===== src/hw/rtl/world_point_to_local_polar_defines.svh =====
// ----------------------------------------------------------------------------
// World point to local polar: assertion macros
// Shared concurrent assertion wrappers, clocked on clk_i and disabled in reset.
// ----------------------------------------------------------------------------
`ifndef WORLD_POINT_TO_LOCAL_POLAR_DEFINES_SVH
`define WORLD_POINT_TO_LOCAL_POLAR_DEFINES_SVH

// Plain property on the block clock.
`define WPOLAR_ASSERT(lbl, prop, msg) \
  lbl: assert property (@(posedge clk_i) disable iff (!rst_ni) (prop)) else $error(msg);

// Condition in one cycle implies a consequence in the next.
`define WPOLAR_ASSERT_NEXT(lbl, ante, cons, msg) \
  lbl: assert property (@(posedge clk_i) disable iff (!rst_ni) (ante) |=> (cons)) \
    else $error(msg);

`endif


===== src/hw/rtl/wpolar_pkg.sv =====
// ----------------------------------------------------------------------------
// World point to local polar: package
// Widths, register codes, CORDIC angle table and gain constant.
// ----------------------------------------------------------------------------
package wpolar_pkg;

  localparam int CORDIC_STEPS = 16;
  localparam int FRAC_BITS    = 16;
  localparam int EFF_STEPS    = (CORDIC_STEPS > 32) ? 32 : CORDIC_STEPS;
  localparam int STEP_W       = (EFF_STEPS > 1) ? $clog2(EFF_STEPS) : 1;

  localparam int COORD_W  = 32;
  localparam int ROT_W    = 16;
  localparam int ROT_FRAC = 14;
  localparam int ANGLE_W  = 32;
  localparam int BEAR_W   = 16;
  localparam int RANGE_W  = 32;

  // Rotated products, their sum and the local point after translation.
  localparam int PROD_W = ROT_W + COORD_W;
  localparam int SUM_W  = PROD_W + 1;
  localparam int LW     = SUM_W - ROT_FRAC + 1;
  // CORDIC datapath: local point scaled by the guard bits plus growth margin.
  localparam int CW     = LW + FRAC_BITS + 4;
  localparam int HI_W   = CW - 32;
  localparam int T_W    = CW + 1;
  localparam int TP_W   = T_W + 1;
  localparam int RF_W   = TP_W - FRAC_BITS;

  // APB register map
  localparam int ADDR_W    = 5;
  localparam int REG_IDX_W = 3;
  localparam logic [REG_IDX_W-1:0] REG_ROT_00  = 3'd0;
  localparam logic [REG_IDX_W-1:0] REG_ROT_01  = 3'd1;
  localparam logic [REG_IDX_W-1:0] REG_ROT_10  = 3'd2;
  localparam logic [REG_IDX_W-1:0] REG_ROT_11  = 3'd3;
  localparam logic [REG_IDX_W-1:0] REG_SHIFT_X = 3'd4;
  localparam logic [REG_IDX_W-1:0] REG_SHIFT_Y = 3'd5;

  localparam logic [ANGLE_W-1:0] HALF_TURN = 32'h8000_0000;

  // round(atan(2^-i) * 2^32 / (2*pi))
  localparam logic [ANGLE_W-1:0] ATAN_TAB [32] = '{
    32'h20000000, 32'h12E4051E, 32'h09FB385B, 32'h051111D4,
    32'h028B0D43, 32'h0145D7E1, 32'h00A2F61E, 32'h00517C55,
    32'h0028BE53, 32'h00145F2F, 32'h000A2F98, 32'h000517CC,
    32'h00028BE6, 32'h000145F3, 32'h0000A2FA, 32'h0000517D,
    32'h000028BE, 32'h0000145F, 32'h00000A30, 32'h00000518,
    32'h0000028C, 32'h00000146, 32'h000000A3, 32'h00000051,
    32'h00000029, 32'h00000014, 32'h0000000A, 32'h00000005,
    32'h00000003, 32'h00000001, 32'h00000001, 32'h00000000
  };

  // Reciprocal of the CORDIC gain in unsigned Q0.32 for a given step count.
  function automatic logic [31:0] gain_inv(int steps);
    int unsigned sh;
    logic [63:0] g;
    sh = 2 * steps;
    g  = 64'd2608131497;
    if (sh >= 1 && sh < 40) begin
      g = g + ((64'd1738754331 + (64'd1 << (sh - 1))) >> sh);
    end
    return g[31:0];
  endfunction

  localparam logic [31:0] GAIN_INV = gain_inv(EFF_STEPS);

  typedef struct packed {
    logic signed [ROT_W-1:0]   rot_00;
    logic signed [ROT_W-1:0]   rot_01;
    logic signed [ROT_W-1:0]   rot_10;
    logic signed [ROT_W-1:0]   rot_11;
    logic signed [COORD_W-1:0] shift_x;
    logic signed [COORD_W-1:0] shift_y;
  } pose_t;

  typedef struct packed {
    logic signed [CW-1:0]  x;
    logic signed [CW-1:0]  y;
    logic [ANGLE_W-1:0]    z;
    logic                  zero;
  } cordic_t;

endpackage


===== src/hw/rtl/wpolar_cell.sv =====
// ----------------------------------------------------------------------------
// World point to local polar: CORDIC cell
// One vectoring micro-rotation with its own pipeline register.
// ----------------------------------------------------------------------------
module wpolar_cell (
  input  logic                                clk_i,
  input  logic                                rst_ni,
  input  logic [wpolar_pkg::STEP_W-1:0]       step_i,
  input  logic [wpolar_pkg::ANGLE_W-1:0]      atan_i,
  input  logic                                valid_i,
  output logic                                ready_o,
  input  wpolar_pkg::cordic_t                 data_i,
  output logic                                valid_o,
  input  logic                                ready_i,
  output wpolar_pkg::cordic_t                 data_o
);
  import wpolar_pkg::*;

  logic                 v_q;
  cordic_t              data_d, data_q;
  logic signed [CW-1:0] dx, dy;

  assign ready_o = !v_q || ready_i;

  // Drive y towards zero; the step index and angle are tied off per cell.
  always_comb begin
    dx          = $signed(data_i.y) >>> step_i;
    dy          = $signed(data_i.x) >>> step_i;
    data_d.zero = data_i.zero;
    if (!data_i.y[CW-1]) begin
      data_d.x = data_i.x + dx;
      data_d.y = data_i.y - dy;
      data_d.z = data_i.z + atan_i;
    end else begin
      data_d.x = data_i.x - dx;
      data_d.y = data_i.y + dy;
      data_d.z = data_i.z - atan_i;
    end
  end

  always_ff @(posedge clk_i or negedge rst_ni) begin
    if (!rst_ni) begin
      v_q <= 1'b0;
    end else if (ready_o) begin
      v_q <= valid_i;
    end
  end

  always_ff @(posedge clk_i) begin
    if (valid_i && ready_o) begin
      data_q <= data_d;
    end
  end

  assign valid_o = v_q;
  assign data_o  = data_q;
endmodule


===== config.mk =====
export PLATFORM = sky130hd
export DESIGN_NAME = wpolar_cell
export DESIGN_NICKNAME = d
export VERILOG_FILES = /design/src/hw/rtl/world_point_to_local_polar_defines.svh /design/src/hw/rtl/wpolar_pkg.sv /design/src/hw/rtl/wpolar_cell.sv
export SDC_FILE = /design/constraint.sdc
export NUM_CORES = 1
export LEC_CHECK = 0
export BUFFER_PORTS_ARGS = -buffer_cell sky130_fd_sc_hd__buf_2
export CAP_MARGIN = 0
export CORE_MARGIN = 1
export CORE_UTILIZATION = 45
export DETAILED_ROUTE_END_ITERATION = 16
export GPL_TIMING_DRIVEN = 0
export PLACE_DENSITY = 0.76
export SLEW_MARGIN = 20
export SYNTH_ARGS = -nofsm -noshare
export SYNTH_HDL_FRONTEND = slang
export SYNTH_SLANG_ARGS = --single-unit

===== constraint.sdc =====
create_clock -name clk_i -period 4.35 [get_ports clk_i]
set_input_delay 0.6525 -clock clk_i [delete_from_list [all_inputs] [get_ports clk_i]]
set_output_delay 0.6525 -clock clk_i [all_outputs]
set_load 0.03 [all_outputs]

* Word-level counts from Yosys, hierarchy flattened *
Index checks and enable logic that the tools add are counted.

word-level totals
  register bits after elaboration = 146
  input bits = 185

operators by class
  add/sub/neg operators = 6
  shift-type cells = 2
  muxes and demuxes = 1
  reduce and logical (&&, ||, !) cells = 3

operator list
  cell                          number
  two-way mux 144 bit           1
  adder 56 bit                  2
  >>> shifter 56 x 4 -> 56 bit  2
  subtractor 56 bit             2
  adder 32 bit                  1
  subtractor 32 bit             1
  logical AND 1 bit             1
  zero test 1 bit               1
  logical OR 1 bit              1

* Longest topological paths before layout *
  depth after elaboration = 3
  mapped depth = 36
  gate-level depth less buffers = 27

* Least setup slack after synthesis *
OpenSTA, ideal clock, no wires.

  path kind = input -> register
  start = input port step_i[0] in the netlist's numbering
  end = register data_q, in the netlist data_o[143] (data pin)
  arrival = 7.634 ns
  setup slack = -3.550 ns
  cell stages on the path = 35
  cell sequence = clkbuf_1 > buf_2 > buf_2 > buf_2 > buf_2 > buf_2 > buf_2 > clkbuf_1 > clkbuf_1 > nand2_1 > o21ai_0 > mux2i_1 > nor2_1 > o21bai_1 > ha_1 > o21ai_0 > or3_1 > buf_2 > and4bb_2 > a211oi_1 > a311o_1 > a22oi_1 > ha_1 > clkbuf_1 > o21a_1 > o21a_1 > o21ai_0 > nand2b_1 > nor3b_1 > a32oi_1 > a21oi_1 > a2111oi_0 > a21boi_0 > o41ai_1 > xnor2_1

RTL lines
  what                  line               text
  from (decl)           wpolar_cell.sv:8   input logic [wpolar_pkg::STEP_W-1:0] step_i,
  to (signal assigned)  wpolar_cell.sv:51  data_q <= data_d;
  to (decl)             wpolar_cell.sv:20  cordic_t data_d, data_q;

==> metrics list <==
- The flow ran to the end, but the final reports show violations.
* Violations in the final reports: negative setup slack
* Inserted Clock Buffers: 17
* Area Growth Syn to Fin: 38.7%
- The number of placed instances, taps included, is ~3500.
* Final std cell area, no fill: 30600 µm²
* Unrepaired setup endpoints after global routing: true
- Time the worst path needs with I/O delays and setup: 6.14 ns
- On the critical path, the stage with the largest delay is an instance of sky130_fd_sc_hd__a311o_1.
- Worst Path Max Fanout: 5
- At the end of the flow, the number of nets in the layout was 3490.
* M1 wire length: around 45 mm
* Worst-skew pair later-pin latency: roughly 0.52 ns
- At the end of routability-driven placement, the weighted congestion stood at between 1 and 1.5.
- Vertical extent of the die: 224 µm
- After detailed placement, the total cell area comes to about 25000 µm².
- The via count of the first global-routing pass came to 24200.
- The final layout contains routed wiring with a total length of 114 mm.
- After clock tree synthesis, the clock-pin slew on the worst setup and hold paths is approximately 0.08 ns.
- Critical path capture point type: register
- Main combinational cell family by area after synthesis: compound AO/OA/AOI/OAI gates
- Number of nets still failing antenna checks after routing: 0
- The max-slew violation count came to 0.
* Routed length on met2: 48.3 mm
* Data required time of the worst path: 4.63 ns
- Across all hold checks on the routed design, the worst slack comes to around 0.32 ns.
- STA classifies the critical path startpoint as an input pin.
- Summing the areas of all xor and xnor instances in the mapped netlist gives 9.08% of the synthesized area.
* Via Count: 25600
* Share of the yosys chip area belonging to registers: between 10% and 20%
* Adder and majority gate portion of the synthesized area: roughly 9%
- Number of flops mapped to enable cells by yosys: between 100 and 150
* Count of buffers from port buffering: 327
- The critical path is of the in -> reg type.
- The number of different library cells used by synthesis comes to 83.
* Worst clock skew: around 0.013 ns
* Total track usage: 44.0%
- Simple-gate share of the synthesized area: 17.1%
* Maximum vdd drop: 0.381 mV
- First-iteration detailed-routing DRC count: 3378
- Setup violations remaining at the end of the flow were counted as 93.
- Count of pins on the block boundary: 332
- Starting Density: 46.0%
- Detailed placement HPWL: 80.6 mm
* Sum of negative setup slack: -110.60 ns
- After layout, the worst path uses 141% of the clock period.
- At the worst endpoint, the arrival time is 6.42 ns.
- Core Box Area: 48000 µm²
- Slew at the pin with the worst max-slew slack: approximately 1.3 ns
* Synthesized cell area: 22100 µm²
- The H-tree was split into 4 levels.
- DRC violations left: 0
- After synthesis, the share of flip-flops with an asynchronous set or reset is 0.685%.
- Full die area: between 40000 and 50000 µm²
- Fraction of the mapped netlist area in compound gates: 21.7%
- Clk sinks: 146
- In this run the power density over the cells is approximately 330 nW/µm².
* Count of warnings emitted by yosys: 0
* Most common flop cell mapped by yosys: sky130_fd_sc_hd__edfxtp_1
* Uppermost signal routing layer after detailed routing: met4
- Share of cell area taken by muxes after synthesis: 19.3%
- Cells with a size suffix above 1 make up between 30% and 40% of the layout.
* Worst setup slack after layout: -1.79 ns
- Number of antenna violations at the first check in global routing: 6
- Metal3 WL: 14.3 mm
* Cell mode on critical path: sky130_fd_sc_hd__buf_12
* Clock root buffer: sky130_fd_sc_hd__clkbuf_16
* Leading cell type in the layout, fill and taps excluded: sky130_fd_sc_hd__buf_2
- Average size of a mapped cell: 8.66 µm²
- The first TritonRoute pass finished after 8 iterations.
- Number of fill cells in the layout: roughly 3800
- First-pass GRT wire length: around 160 mm
- Post-layout utilization of the core: 63.7%
- After detailed routing, the average wire length per cell comes to 30.0 µm.
- Gate count after technology mapping: between 2000 and 3000
- Flop and latch count out of synthesis: about 150
- Min-Delay Path Class: in -> reg
* Maximum count of clock buffers along a single path: 2
* Highest cell delay on the worst timing path: slightly above 0.4 ns
- Count of maximum capacitance violations: 0
- TritonCTS built the clock tree.
- The number of nets in the synthesized netlist is just under 3000.
- Via count normalized by instance count: 6.77
* Achievable clock frequency: 0.163 GHz
- Most frequent cells in the layout: sky130_fd_sc_hd__buf_2 (331), sky130_fd_sc_hd__nand2_1 (256), sky130_fd_sc_hd__buf_4 (235)
* Count of non-filler cells in the finished layout: roughly 3800
- Number of placement rows: 80
* LEAKAGE: 0.0127 µW
* Relative slew slack: approximately 14%
- In this run the horizontal extent of the chip is 224 µm.
- Maximum number of pins on one net before global-route repair: 58
* Number of hold-slack violations in the final timing report: 0
- Remaining global-route overflow: 0
## final timing paths
check,startpoint,to,slack [ns],depth (start not counted)
setup / recovery,step_i[3],data_o[142],-1.79,36
hold / removal,data_i[0],data_o[0],0.32,1
setup reg to reg,valid_o,data_o[63],2.63,3
hold reg to reg,valid_o,valid_o,0.53,2
max in group asynchronous,rst_ni,valid_o,3.81,2
min in group asynchronous,rst_ni,valid_o,0.46,2
## sequential cells by signal, summed over array words and instances, names as in the netlist
name and flops:
data_o 145, valid_o 1
## routing by layer
metal | GRT usage [%] | vias to the layer above
li1 | - | 10900
met1 | 57.0 | 12400
met2 | 66.0 | 1876
met3 | 14.1 | 403
met4 | 21.5 | 0
met5 | 0 | -
## logic make-up (layout without fill, tap and decap cells)
group,Yosys count,in the layout
flip-flops,146,146
AO/OA/AOI/OAI,761,761
buffers and inverters,199,813
other,0,3
XOR/XNOR,229,229
adder cells (fa/ha/maj),155,155
multiplexers,262,262
AND/OR/NAND/NOR,797,797
## through the flow
step / total power [µW] / worst slack [ns]
floorplan: 5800 / -2.11
global placement: 7160 / -4.09
detailed placement: 7240 / -4.15
CTS: 9610 / -1.58
global route: 10500 / -1.93
finish: 10100 / -1.79
## cell usage after synthesis, types with 61 or more instances
| cell type | count | area share [%] |
|---|---|---|
| sky130_fd_sc_hd__nand2_1 | 273 | 4.6 |
| sky130_fd_sc_hd__a21oi_1 | 253 | 5.7 |
| sky130_fd_sc_hd__nor2_1 | 203 | 3.5 |
| sky130_fd_sc_hd__xnor2_1 | 158 | 6.3 |
| sky130_fd_sc_hd__ha_1 | 152 | 8.6 |
| sky130_fd_sc_hd__edfxtp_1 | 145 | 20 |
| sky130_fd_sc_hd__o21ai_0 | 138 | 3.1 |
| sky130_fd_sc_hd__mux4_2 | 127 | 13 |
| sky130_fd_sc_hd__mux2i_1 | 95 | 4.3 |
| sky130_fd_sc_hd__a21o_1 | 80 | 2.7 |
| sky130_fd_sc_hd__xor2_1 | 71 | 2.8 |
| sky130_fd_sc_hd__inv_1 | 61 | 1.0 |
## final cells by class
class | count | area, µm² | share of cell area, %
tap | 615 | 769 | 2.51
sequential | 146 | 4380 | 14.3
clock inverter | 15 | 123 | 0.400
inverter | 65 | 264 | 0.862
antenna | 3 | 7.51 | 0.0245
clock buffer | 17 | 425 | 1.39
multi-input combinational | 2204 | 19200 | 62.5
buffer | 120 | 1570 | 5.11
timing repair buffer | 596 | 3940 | 12.9
## worst max-delay path, delay by kind of cell
kind                       cells  cell delay, ns
buffers and inverters         13            1.59
and+or+nand+nor                7            1.17
adders and majority gates      2            0.49
muxes                          2            0.30
AOI/OAI and AO/OA             11            2.13
xor gates and xnor gates       1            0.07
## timing repair
item / 4_1_cts / 5_1_grt
pin swaps: 136 / 116
gates cloned: 2 / 0
resized for setup: 479 / 108
buffers inserted: 230 / 46
hold buffers: 1 / 0
endpoints found under the setup margin: 123 / 101
hold endpoints to repair: 1 / 0
## power by group
part	internal (µW)	switching [µW]	total (µW)
Sequential	1980	63.3	2040
Combinational	2670	3940	6610
Clock	740	736	1480
No activity file was read; power rests on OpenSTA's default activity.
