==> src/hw/rtl/world_point_to_local_polar_defines.svh <==
// ----------------------------------------------------------------------------
// World point to local polar: assertion macros
// Shared concurrent assertion wrappers, clocked on clk_i and disabled in reset.
// ----------------------------------------------------------------------------
`ifndef WORLD_POINT_TO_LOCAL_POLAR_DEFINES_SVH
`define WORLD_POINT_TO_LOCAL_POLAR_DEFINES_SVH

// Plain property on the block clock.
`define WPOLAR_ASSERT(lbl, prop, msg) \
  lbl: assert property (@(posedge clk_i) disable iff (!rst_ni) (prop)) else $error(msg);

// Condition in one cycle implies a consequence in the next.
`define WPOLAR_ASSERT_NEXT(lbl, ante, cons, msg) \
  lbl: assert property (@(posedge clk_i) disable iff (!rst_ni) (ante) |=> (cons)) \
    else $error(msg);

`endif

==> src/hw/rtl/wpolar_pkg.sv <==
// ----------------------------------------------------------------------------
// World point to local polar: package
// Widths, register codes, CORDIC angle table and gain constant.
// ----------------------------------------------------------------------------
package wpolar_pkg;

  localparam int CORDIC_STEPS = 16;
  localparam int FRAC_BITS    = 16;
  localparam int EFF_STEPS    = (CORDIC_STEPS > 32) ? 32 : CORDIC_STEPS;
  localparam int STEP_W       = (EFF_STEPS > 1) ? $clog2(EFF_STEPS) : 1;

  localparam int COORD_W  = 32;
  localparam int ROT_W    = 16;
  localparam int ROT_FRAC = 14;
  localparam int ANGLE_W  = 32;
  localparam int BEAR_W   = 16;
  localparam int RANGE_W  = 32;

  // Rotated products, their sum and the local point after translation.
  localparam int PROD_W = ROT_W + COORD_W;
  localparam int SUM_W  = PROD_W + 1;
  localparam int LW     = SUM_W - ROT_FRAC + 1;
  // CORDIC datapath: local point scaled by the guard bits plus growth margin.
  localparam int CW     = LW + FRAC_BITS + 4;
  localparam int HI_W   = CW - 32;
  localparam int T_W    = CW + 1;
  localparam int TP_W   = T_W + 1;
  localparam int RF_W   = TP_W - FRAC_BITS;

  // APB register map
  localparam int ADDR_W    = 5;
  localparam int REG_IDX_W = 3;
  localparam logic [REG_IDX_W-1:0] REG_ROT_00  = 3'd0;
  localparam logic [REG_IDX_W-1:0] REG_ROT_01  = 3'd1;
  localparam logic [REG_IDX_W-1:0] REG_ROT_10  = 3'd2;
  localparam logic [REG_IDX_W-1:0] REG_ROT_11  = 3'd3;
  localparam logic [REG_IDX_W-1:0] REG_SHIFT_X = 3'd4;
  localparam logic [REG_IDX_W-1:0] REG_SHIFT_Y = 3'd5;

  localparam logic [ANGLE_W-1:0] HALF_TURN = 32'h8000_0000;

  // round(atan(2^-i) * 2^32 / (2*pi))
  localparam logic [ANGLE_W-1:0] ATAN_TAB [32] = '{
    32'h20000000, 32'h12E4051E, 32'h09FB385B, 32'h051111D4,
    32'h028B0D43, 32'h0145D7E1, 32'h00A2F61E, 32'h00517C55,
    32'h0028BE53, 32'h00145F2F, 32'h000A2F98, 32'h000517CC,
    32'h00028BE6, 32'h000145F3, 32'h0000A2FA, 32'h0000517D,
    32'h000028BE, 32'h0000145F, 32'h00000A30, 32'h00000518,
    32'h0000028C, 32'h00000146, 32'h000000A3, 32'h00000051,
    32'h00000029, 32'h00000014, 32'h0000000A, 32'h00000005,
    32'h00000003, 32'h00000001, 32'h00000001, 32'h00000000
  };

  // Reciprocal of the CORDIC gain in unsigned Q0.32 for a given step count.
  function automatic logic [31:0] gain_inv(int steps);
    int unsigned sh;
    logic [63:0] g;
    sh = 2 * steps;
    g  = 64'd2608131497;
    if (sh >= 1 && sh < 40) begin
      g = g + ((64'd1738754331 + (64'd1 << (sh - 1))) >> sh);
    end
    return g[31:0];
  endfunction

  localparam logic [31:0] GAIN_INV = gain_inv(EFF_STEPS);

  typedef struct packed {
    logic signed [ROT_W-1:0]   rot_00;
    logic signed [ROT_W-1:0]   rot_01;
    logic signed [ROT_W-1:0]   rot_10;
    logic signed [ROT_W-1:0]   rot_11;
    logic signed [COORD_W-1:0] shift_x;
    logic signed [COORD_W-1:0] shift_y;
  } pose_t;

  typedef struct packed {
    logic signed [CW-1:0]  x;
    logic signed [CW-1:0]  y;
    logic [ANGLE_W-1:0]    z;
    logic                  zero;
  } cordic_t;

endpackage

==> src/hw/rtl/wpolar_gain.sv <==
// ----------------------------------------------------------------------------
// World point to local polar: gain and output stage
// Gain compensation multiply, rounding, saturation and the output register.
// ----------------------------------------------------------------------------
module wpolar_gain (
  input  logic                                clk_i,
  input  logic                                rst_ni,
  input  logic                                valid_i,
  output logic                                ready_o,
  input  wpolar_pkg::cordic_t                 data_i,
  output logic                                valid_o,
  input  logic                                ready_i,
  output logic signed [wpolar_pkg::BEAR_W-1:0] bearing_o,
  output logic [wpolar_pkg::RANGE_W-1:0]      range_o,
  output logic                                range_clipped_o
);
  import wpolar_pkg::*;

  localparam logic [TP_W-1:0]    RANGE_HALF = TP_W'(1) << (FRAC_BITS - 1);
  localparam logic [ANGLE_W-1:0] BEAR_HALF  = ANGLE_W'(1) << (ANGLE_W - BEAR_W - 1);

  logic m_v_q, o_v_q;
  logic m_rdy, o_rdy;

  logic [CW-1:0]      p_hi_d, p_hi_q;
  logic [63:0]        p_lo_d, p_lo_q;
  logic [ANGLE_W-1:0] z_q;
  logic               zero_q;

  logic [T_W-1:0]           t_sum;
  logic [RF_W-1:0]          rng_full;
  logic [ANGLE_W-1:0]       z_rnd;
  logic                     clip_d;
  logic signed [BEAR_W-1:0] bear_d, bear_q;
  logic [RANGE_W-1:0]       rng_d, rng_q;
  logic                     clip_q;

  assign o_rdy   = !o_v_q || ready_i;
  assign m_rdy   = !m_v_q || o_rdy;
  assign ready_o = m_rdy;

  // x is non-negative after vectoring, so it splits into unsigned halves.
  always_comb begin
    p_hi_d = CW'(data_i.x[CW-1:32]) * CW'(GAIN_INV);
    p_lo_d = 64'(data_i.x[31:0]) * 64'(GAIN_INV);
  end

  always_comb begin
    t_sum    = T_W'(p_hi_q) + T_W'(p_lo_q[63:32]);
    rng_full = RF_W'((TP_W'(t_sum) + RANGE_HALF) >> FRAC_BITS);
    clip_d   = |rng_full[RF_W-1:RANGE_W];
    z_rnd    = z_q + BEAR_HALF;
    if (zero_q) begin
      bear_d = '0;
      rng_d  = '0;
      clip_d = 1'b0;
    end else begin
      bear_d = $signed(z_rnd[ANGLE_W-1:ANGLE_W-BEAR_W]);
      rng_d  = clip_d ? '1 : rng_full[RANGE_W-1:0];
    end
  end

  always_ff @(posedge clk_i or negedge rst_ni) begin
    if (!rst_ni) begin
      m_v_q <= 1'b0;
      o_v_q <= 1'b0;
    end else begin
      if (m_rdy) m_v_q <= valid_i;
      if (o_rdy) o_v_q <= m_v_q;
    end
  end

  always_ff @(posedge clk_i) begin
    if (valid_i && m_rdy) begin
      p_hi_q <= p_hi_d;
      p_lo_q <= p_lo_d;
      z_q    <= data_i.z;
      zero_q <= data_i.zero;
    end
    if (m_v_q && o_rdy) begin
      bear_q <= bear_d;
      rng_q  <= rng_d;
      clip_q <= clip_d;
    end
  end

  assign valid_o         = o_v_q;
  assign bearing_o       = bear_q;
  assign range_o         = rng_q;
  assign range_clipped_o = clip_q;
endmodule

==> config.mk <==
export PLATFORM = sky130hd
export DESIGN_NAME = wpolar_gain
export DESIGN_NICKNAME = d
export VERILOG_FILES = /design/src/hw/rtl/world_point_to_local_polar_defines.svh /design/src/hw/rtl/wpolar_pkg.sv /design/src/hw/rtl/wpolar_gain.sv
export SDC_FILE = /design/constraint.sdc
export NUM_CORES = 2
export LEC_CHECK = 0
export ABC_CLOCK_PERIOD_IN_PS = 3760
export BUFFER_PORTS_ARGS = -buffer_cell sky130_fd_sc_hd__buf_2
export CAP_MARGIN = 20
export CORE_UTILIZATION = 45
export CTS_CLUSTER_DIAMETER = 120
export DETAILED_ROUTE_END_ITERATION = 16
export PLACE_DENSITY_LB_ADDON = 0.3
export SLEW_MARGIN = 25
export SYNTH_ARGS = -nofsm -noshare
export SYNTH_HDL_FRONTEND = slang
export SYNTH_SLANG_ARGS = --single-unit
==> constraint.sdc <==
create_clock -name clk_i -period 3.76 [get_ports clk_i]
set_input_delay 0.752 -clock clk_i [delete_from_list [all_inputs] [get_ports clk_i]]
set_output_delay 0.752 -clock clk_i [all_outputs]
set_load 0.01 [all_outputs]
======== Word-level counts from Yosys, hierarchy flattened ========
Cells that the tools add are included.
word-level totals
  word-level logic and storage cells ...... 22
  flip-flop bits (word level) ............. 204
cells by class
  multiplexer cells ....................... 1
  multiply operators ...................... 2
  reductions and logical operators ........ 7
  $add $sub $neg .......................... 3
operator list
  kind                                                 number
  multiplier 32 x 32 -> 64 bit, second input constant  1
  adder 57 x 16 -> 58 bit, second input constant       1
  adder 56 x 32 -> 57 bit                              1
  multiplier 24 x 32 -> 56 bit, second input constant  1
  adder 32 x 16 -> 32 bit, second input constant       1
  2-to-1 mux 32 bit                                    1
  OR reduction 10 bit                                  1
  logical AND 1 bit                                    2
  zero test 1 bit                                      2
  logical OR 1 bit                                     2

======== Longest topological paths before layout ========
  depth after elaboration ................. 4
  gate-level depth with buffers ........... 27

======== Least setup slack after synthesis ========
Ideal clock, no wire load.
  kind .................................... input to register
  from .................................... in data_i[97] in the netlist's numbering
  to ...................................... reg p_lo_q[59], data pin
  data arrival time ....................... 7.027 ns
  path buffers ............................ 0
  cell stages on the path ................. 25
  setup slack ............................. -3.530 ns
  cell sequence ........................... inv_1 > fa_1 > fa_1 > inv_1 > fa_1 > inv_1 > fa_1 > inv_1 > fa_1 > fa_1 > fa_1 > inv_1 > fa_1 > inv_1 > ha_1 > a21oi_1 > o21ai_0 > and2_1 > o2111a_1 > a21oi_1 > o21ai_1 > a221o_1 > o31ai_2 > o21bai_1 > xor2_1
between the ends
  cells in the longest elaborated chain, start to end .. 1
ends and longest elaborated chain
  what                          RTL line           text
  start, declared               wpolar_gain.sv:10  input wpolar_pkg::cordic_t data_i,
  multiplier 32 x 32 -> 64 bit  wpolar_gain.sv:45  p_lo_d = 64'(data_i.x[31:0]) * 64'(GAIN_INV);
  via p_lo_d[59]                wpolar_gain.sv:26  logic [63:0] p_lo_d, p_lo_q;
  end signal, assigned          wpolar_gain.sv:76  p_lo_q <= p_lo_d;
  end, declared                 wpolar_gain.sv:26
The timed path passes the listed nets, and every way through them passes these cells.
A chain may end at the register's enable or synchronous reset.

======== Worst setup path after layout ========
  from .................................... in data_i[108] in the netlist's numbering
  to ...................................... reg p_lo_q[59], data pin
Same word-level chain as after synthesis.

==> flow_results.xml <==
<?xml version="1.0" encoding="UTF-8"?>
<metrics>
  <group name="cells_and_area">
    <metric name="layout-drive-gt1-share" unit="">0.304</metric>
    <metric name="final_cell_count_no_fill" unit="">5826</metric>
    <metric name="mostFrequentLayoutCell" unit="">inv_1</metric>
    <metric name="antenna_diode_count" unit="">0</metric>
    <metric name="final_cell_area" unit="sq um">51300</metric>
    <metric name="layout_common_cells" unit="">inv_1, fa_1, buf_4</metric>
    <metric name="layout-area-overhead-vs-synth" unit="%">29.8</metric>
    <metric name="final_net_count" unit="">6288</metric>
  </group>
  <group name="timing">
    <metric name="fin_worst_skew" unit="ps">12.0</metric>
    <metric name="maxClockFrequency" unit="MHz">141</metric>
    <metric name="tns" unit="ps">-206630</metric>
    <metric name="hold_viol" unit="">0</metric>
    <metric name="layout_worst_path_cycle_share" unit="">1.88</metric>
    <metric name="post_layout_min_period" unit="ps">7080</metric>
    <metric name="drv_slew" unit="">0</metric>
    <metric name="finalWorstSetupSlack" unit="ps">-3320</metric>
    <metric name="worst_pin_slew" unit="ps">1100</metric>
    <metric name="maxSlewHeadroom" unit="">0.267</metric>
    <metric name="finalSetupViolations" unit="">112</metric>
    <metric name="grt_setup_unrepaired" unit="">true</metric>
  </group>
  <group name="placement">
    <metric name="placement.io_buffers" unit="">128</metric>
    <metric name="globalplace.congestion" unit="">0.965</metric>
    <metric name="dpl.hpwl" unit="um">96600</metric>
    <metric name="dpl.cell_count" unit="">5717</metric>
    <metric name="placed_cell_area" unit="sq um">47600</metric>
    <metric name="post-place-ws" unit="ps">-4100</metric>
  </group>
  <group name="critical_path">
    <metric name="launch_instance_of_the_worst_register_to_register_path" unit="">p_lo_q[38]$_DFFE_PP_</metric>
    <metric name="criticalPathCategory" unit="">in2reg</metric>
    <metric name="cp.required" unit="ps">3950</metric>
    <metric name="critPathCaptureType" unit="">flop</metric>
    <metric name="start_kind" unit="">primary input</metric>
    <metric name="critPathMaxFanout" unit="">4</metric>
    <metric name="r2r_end" unit="">range_o[9]$_SDFFCE_PP0P_</metric>
    <metric name="timing.reg2reg.worst_path_depth" unit="">15</metric>
    <metric name="timing.critical_path.slowest_cell_delay" unit="ps">560</metric>
    <metric name="timing.critical_path.max_delay_family" unit="">adder cells</metric>
    <metric name="rrSetupSlack" unit="ps">-100</metric>
    <metric name="worst_path_most_repeated_cell" unit="">fa_1</metric>
    <metric name="critical_path.slowest_cell" unit="">fa_1</metric>
    <metric name="crit_arrival" unit="ps">7270</metric>
    <metric name="cp_num_buf_inv" unit="">6</metric>
  </group>
  <group name="global_routing">
    <metric name="grt_start_max_net_pins" unit="">50</metric>
    <metric name="first_global_vias" unit="">31679</metric>
    <metric name="grtUsageTotal" unit="">0.258</metric>
    <metric name="overflow" unit="">0</metric>
    <metric name="grt_first_pass_wirelength" unit="um">175000</metric>
    <metric name="antenna_violations_before_repair" unit="">0</metric>
  </group>
  <group name="clock_tree">
    <metric name="clk_transition_reported_paths" unit="ps">70</metric>
    <metric name="cts-hold-fix-buffers" unit="">0</metric>
    <metric name="cts.sink_count" unit="">157</metric>
    <metric name="root_buffer" unit="">clkbuf_16</metric>
    <metric name="worst_skew_pair.late_latency" unit="ps">440</metric>
    <metric name="tritoncts" unit="">built</metric>
    <metric name="cts-buffers-inserted" unit="">17</metric>
    <metric name="cts_max_path_buffers" unit="">2</metric>
    <metric name="cts_max_level" unit="">4</metric>
  </group>
  <group name="synth">
    <metric name="synth_async_sr_flop_share" unit="">0.0127</metric>
    <metric name="yosysWarnings" unit="">0</metric>
    <metric name="ys_seq_area_frac" unit="">0.119</metric>
    <metric name="synthesis.nets" unit="">5373</metric>
    <metric name="synth-seq-cells" unit="">157</metric>
    <metric name="ys.flop_type" unit="">edfxtp_1</metric>
    <metric name="syn_inst" unit="">3743</metric>
    <metric name="synthesis.area_per_instance" unit="sq um">10.6</metric>
    <metric name="synth_enable_flop_cells" unit="">155</metric>
    <metric name="post_synth_num_cell_types" unit="">78</metric>
    <metric name="mappedNetlistArea" unit="sq um">39500</metric>
  </group>
  <group name="drt">
    <metric name="avgViaCountPerCell" unit="">4.99</metric>
    <metric name="first_drt_pass_iteration_count" unit="">7</metric>
    <metric name="detailedRoute.firstIterationViolations" unit="">1476</metric>
    <metric name="route.detailed.wl_per_inst" unit="um">19.0</metric>
    <metric name="final_antenna_net_count" unit="">0</metric>
    <metric name="via_count" unit="">29097</metric>
    <metric name="dr_drc_count" unit="">0</metric>
    <metric name="postRouteWirelength" unit="um">111000</metric>
  </group>
  <group name="run">
    <metric name="maxCapViolCount" unit="">0</metric>
  </group>
  <group name="floorplan">
    <metric name="core" unit="sq um">86900</metric>
    <metric name="die_height" unit="um">298</metric>
    <metric name="core.rowCount" unit="">108</metric>
    <metric name="floorplan.initialDensity" unit="">0.455</metric>
    <metric name="floorplan.die.width" unit="um">298</metric>
    <metric name="dieArea" unit="sq um">89000</metric>
    <metric name="ios" unit="">200</metric>
  </group>
  <group name="run_status">
    <metric name="failed_checks" unit="">setup timing</metric>
    <metric name="run_status" unit="">finished, violations left</metric>
  </group>
  <group name="hold_path">
    <metric name="class_of_the_tightest_hold_or_removal_check" unit="">in2async</metric>
  </group>
</metrics>
==> state kept, by name, indices dropped and copies added, names as in the netlist <==
register	flops
p_hi_q	56
p_lo_q	32
range_o	32
z_q	17
bearing_o	16
m_v_q	1
range_clipped_o	1
valid_o	1
zero_q	1
==> worst reg2reg max path: cells and delay by family (launching register included) <==
family | cells | cell delay, ps
AND/OR/NAND/NOR | 2 | 460
flip-flops | 1 | 410
buffers and inverters | 3 | 490
adder cells (fa/ha/maj) | 2 | 640
AO/OA/AOI/OAI | 8 | 1580
==> per-stage QoR <==
stage	hold WS [ps]	utilization
after floorplan	449	-
after global placement	467	0.548
after detailed placement	491	0.548
after CTS	72.5	0.577
after global routing	75.1	0.590
final	85.9	0.590
==> cell usage after synthesis, types with 5 or more instances <==
| cell type | count | area share |
|---|---|---|
| o21a_1 | 9 | 0.0017 |
| nand2_1 | 79 | 0.0075 |
| nand3_1 | 45 | 0.0057 |
| o21ai_0 | 60 | 0.0076 |
| nand3b_1 | 5 | 0.00095 |
| a21oi_2 | 30 | 0.0067 |
| and2_1 | 9 | 0.0014 |
| fa_1 | 805 | 0.41 |
| edfxtp_1 | 155 | 0.12 |
| a31oi_1 | 13 | 0.0021 |
| a221o_1 | 5 | 0.0013 |
| a211oi_1 | 9 | 0.0017 |
| o211ai_1 | 14 | 0.0027 |
| inv_1 | 1201 | 0.11 |
| and3_1 | 10 | 0.0016 |
| nor3_1 | 18 | 0.0023 |
| buf_2 | 5 | 0.00063 |
| clkbuf_1 | 25 | 0.0024 |
| a21o_1 | 68 | 0.013 |
| o31ai_1 | 6 | 0.0011 |
| nor2_1 | 77 | 0.0073 |
| and4_1 | 5 | 0.0011 |
| xnor2_1 | 70 | 0.016 |
| nor2b_1 | 8 | 0.0013 |
| or2_2 | 6 | 0.00095 |
| o21bai_1 | 13 | 0.0025 |
| ha_1 | 676 | 0.21 |
| nand2b_1 | 12 | 0.0019 |
| a21oi_1 | 135 | 0.017 |
| xor2_1 | 54 | 0.012 |
| nand4_1 | 34 | 0.0054 |
==> kinds of logic after synthesis <==
family,synth area share
buffers and inverters,0.118
AOI/OAI and AO/OA,0.0717
DFF,0.119
xor gates and xnor gates,0.0275
and+or+nand+nor,0.0409
muxes,0.000539
adders and majority gates,0.622
==> layer usage <==
layer	routed length, um	vias to the layer above	track usage	share of wire
li1	-	13460	-	-
met2	52700	789	0.417	0.48
met5	0	-	0	0
met4	3070	0	0.0621	0.028
met1	48400	14703	0.360	0.44
met3	6730	145	0.0432	0.061
==> worst max path at each step <==
| stage | startpoint | end | slack, ps | cells past startpoint |
|---|---|---|---|---|
| floorplan | data_i[97] | p_lo_q[59]$_DFFE_PP_ | -3340 | 25 |
| global placement | data_i[107] | p_lo_q[59]$_DFFE_PP_ | -4060 | 24 |
| detailed placement | data_i[107] | p_lo_q[59]$_DFFE_PP_ | -4100 | 24 |
| CTS | data_i[108] | p_lo_q[59]$_DFFE_PP_ | -3300 | 24 |
| global route | data_i[107] | p_lo_q[59]$_DFFE_PP_ | -3550 | 25 |
| finish | data_i[108] | p_lo_q[59]$_DFFE_PP_ | -3320 | 25 |
==> cell type report <==
| cell class | count | area (sq um) |
|---|---|---|
| sequential | 157 | 4700 |
| clock inverter | 15 | 198 |
| multi-input combinational | 2350 | 32700 |
| tap | 1155 | 1450 |
| clock buffer | 17 | 425 |
| inverter | 1201 | 4540 |
| timing repair buffer | 931 | 7290 |
| fill | 7110 | 35600 |
==> repair_timing <==
item	in CTS	in global routing
setup buffers	57	42
pin swaps	183	150
gates cloned	0	3
resized for setup	341	173
setup endpoints to repair	112	112
Power is not shown: default switching activity piles up to over one toggle a cycle in this logic, so the estimate is an artifact.
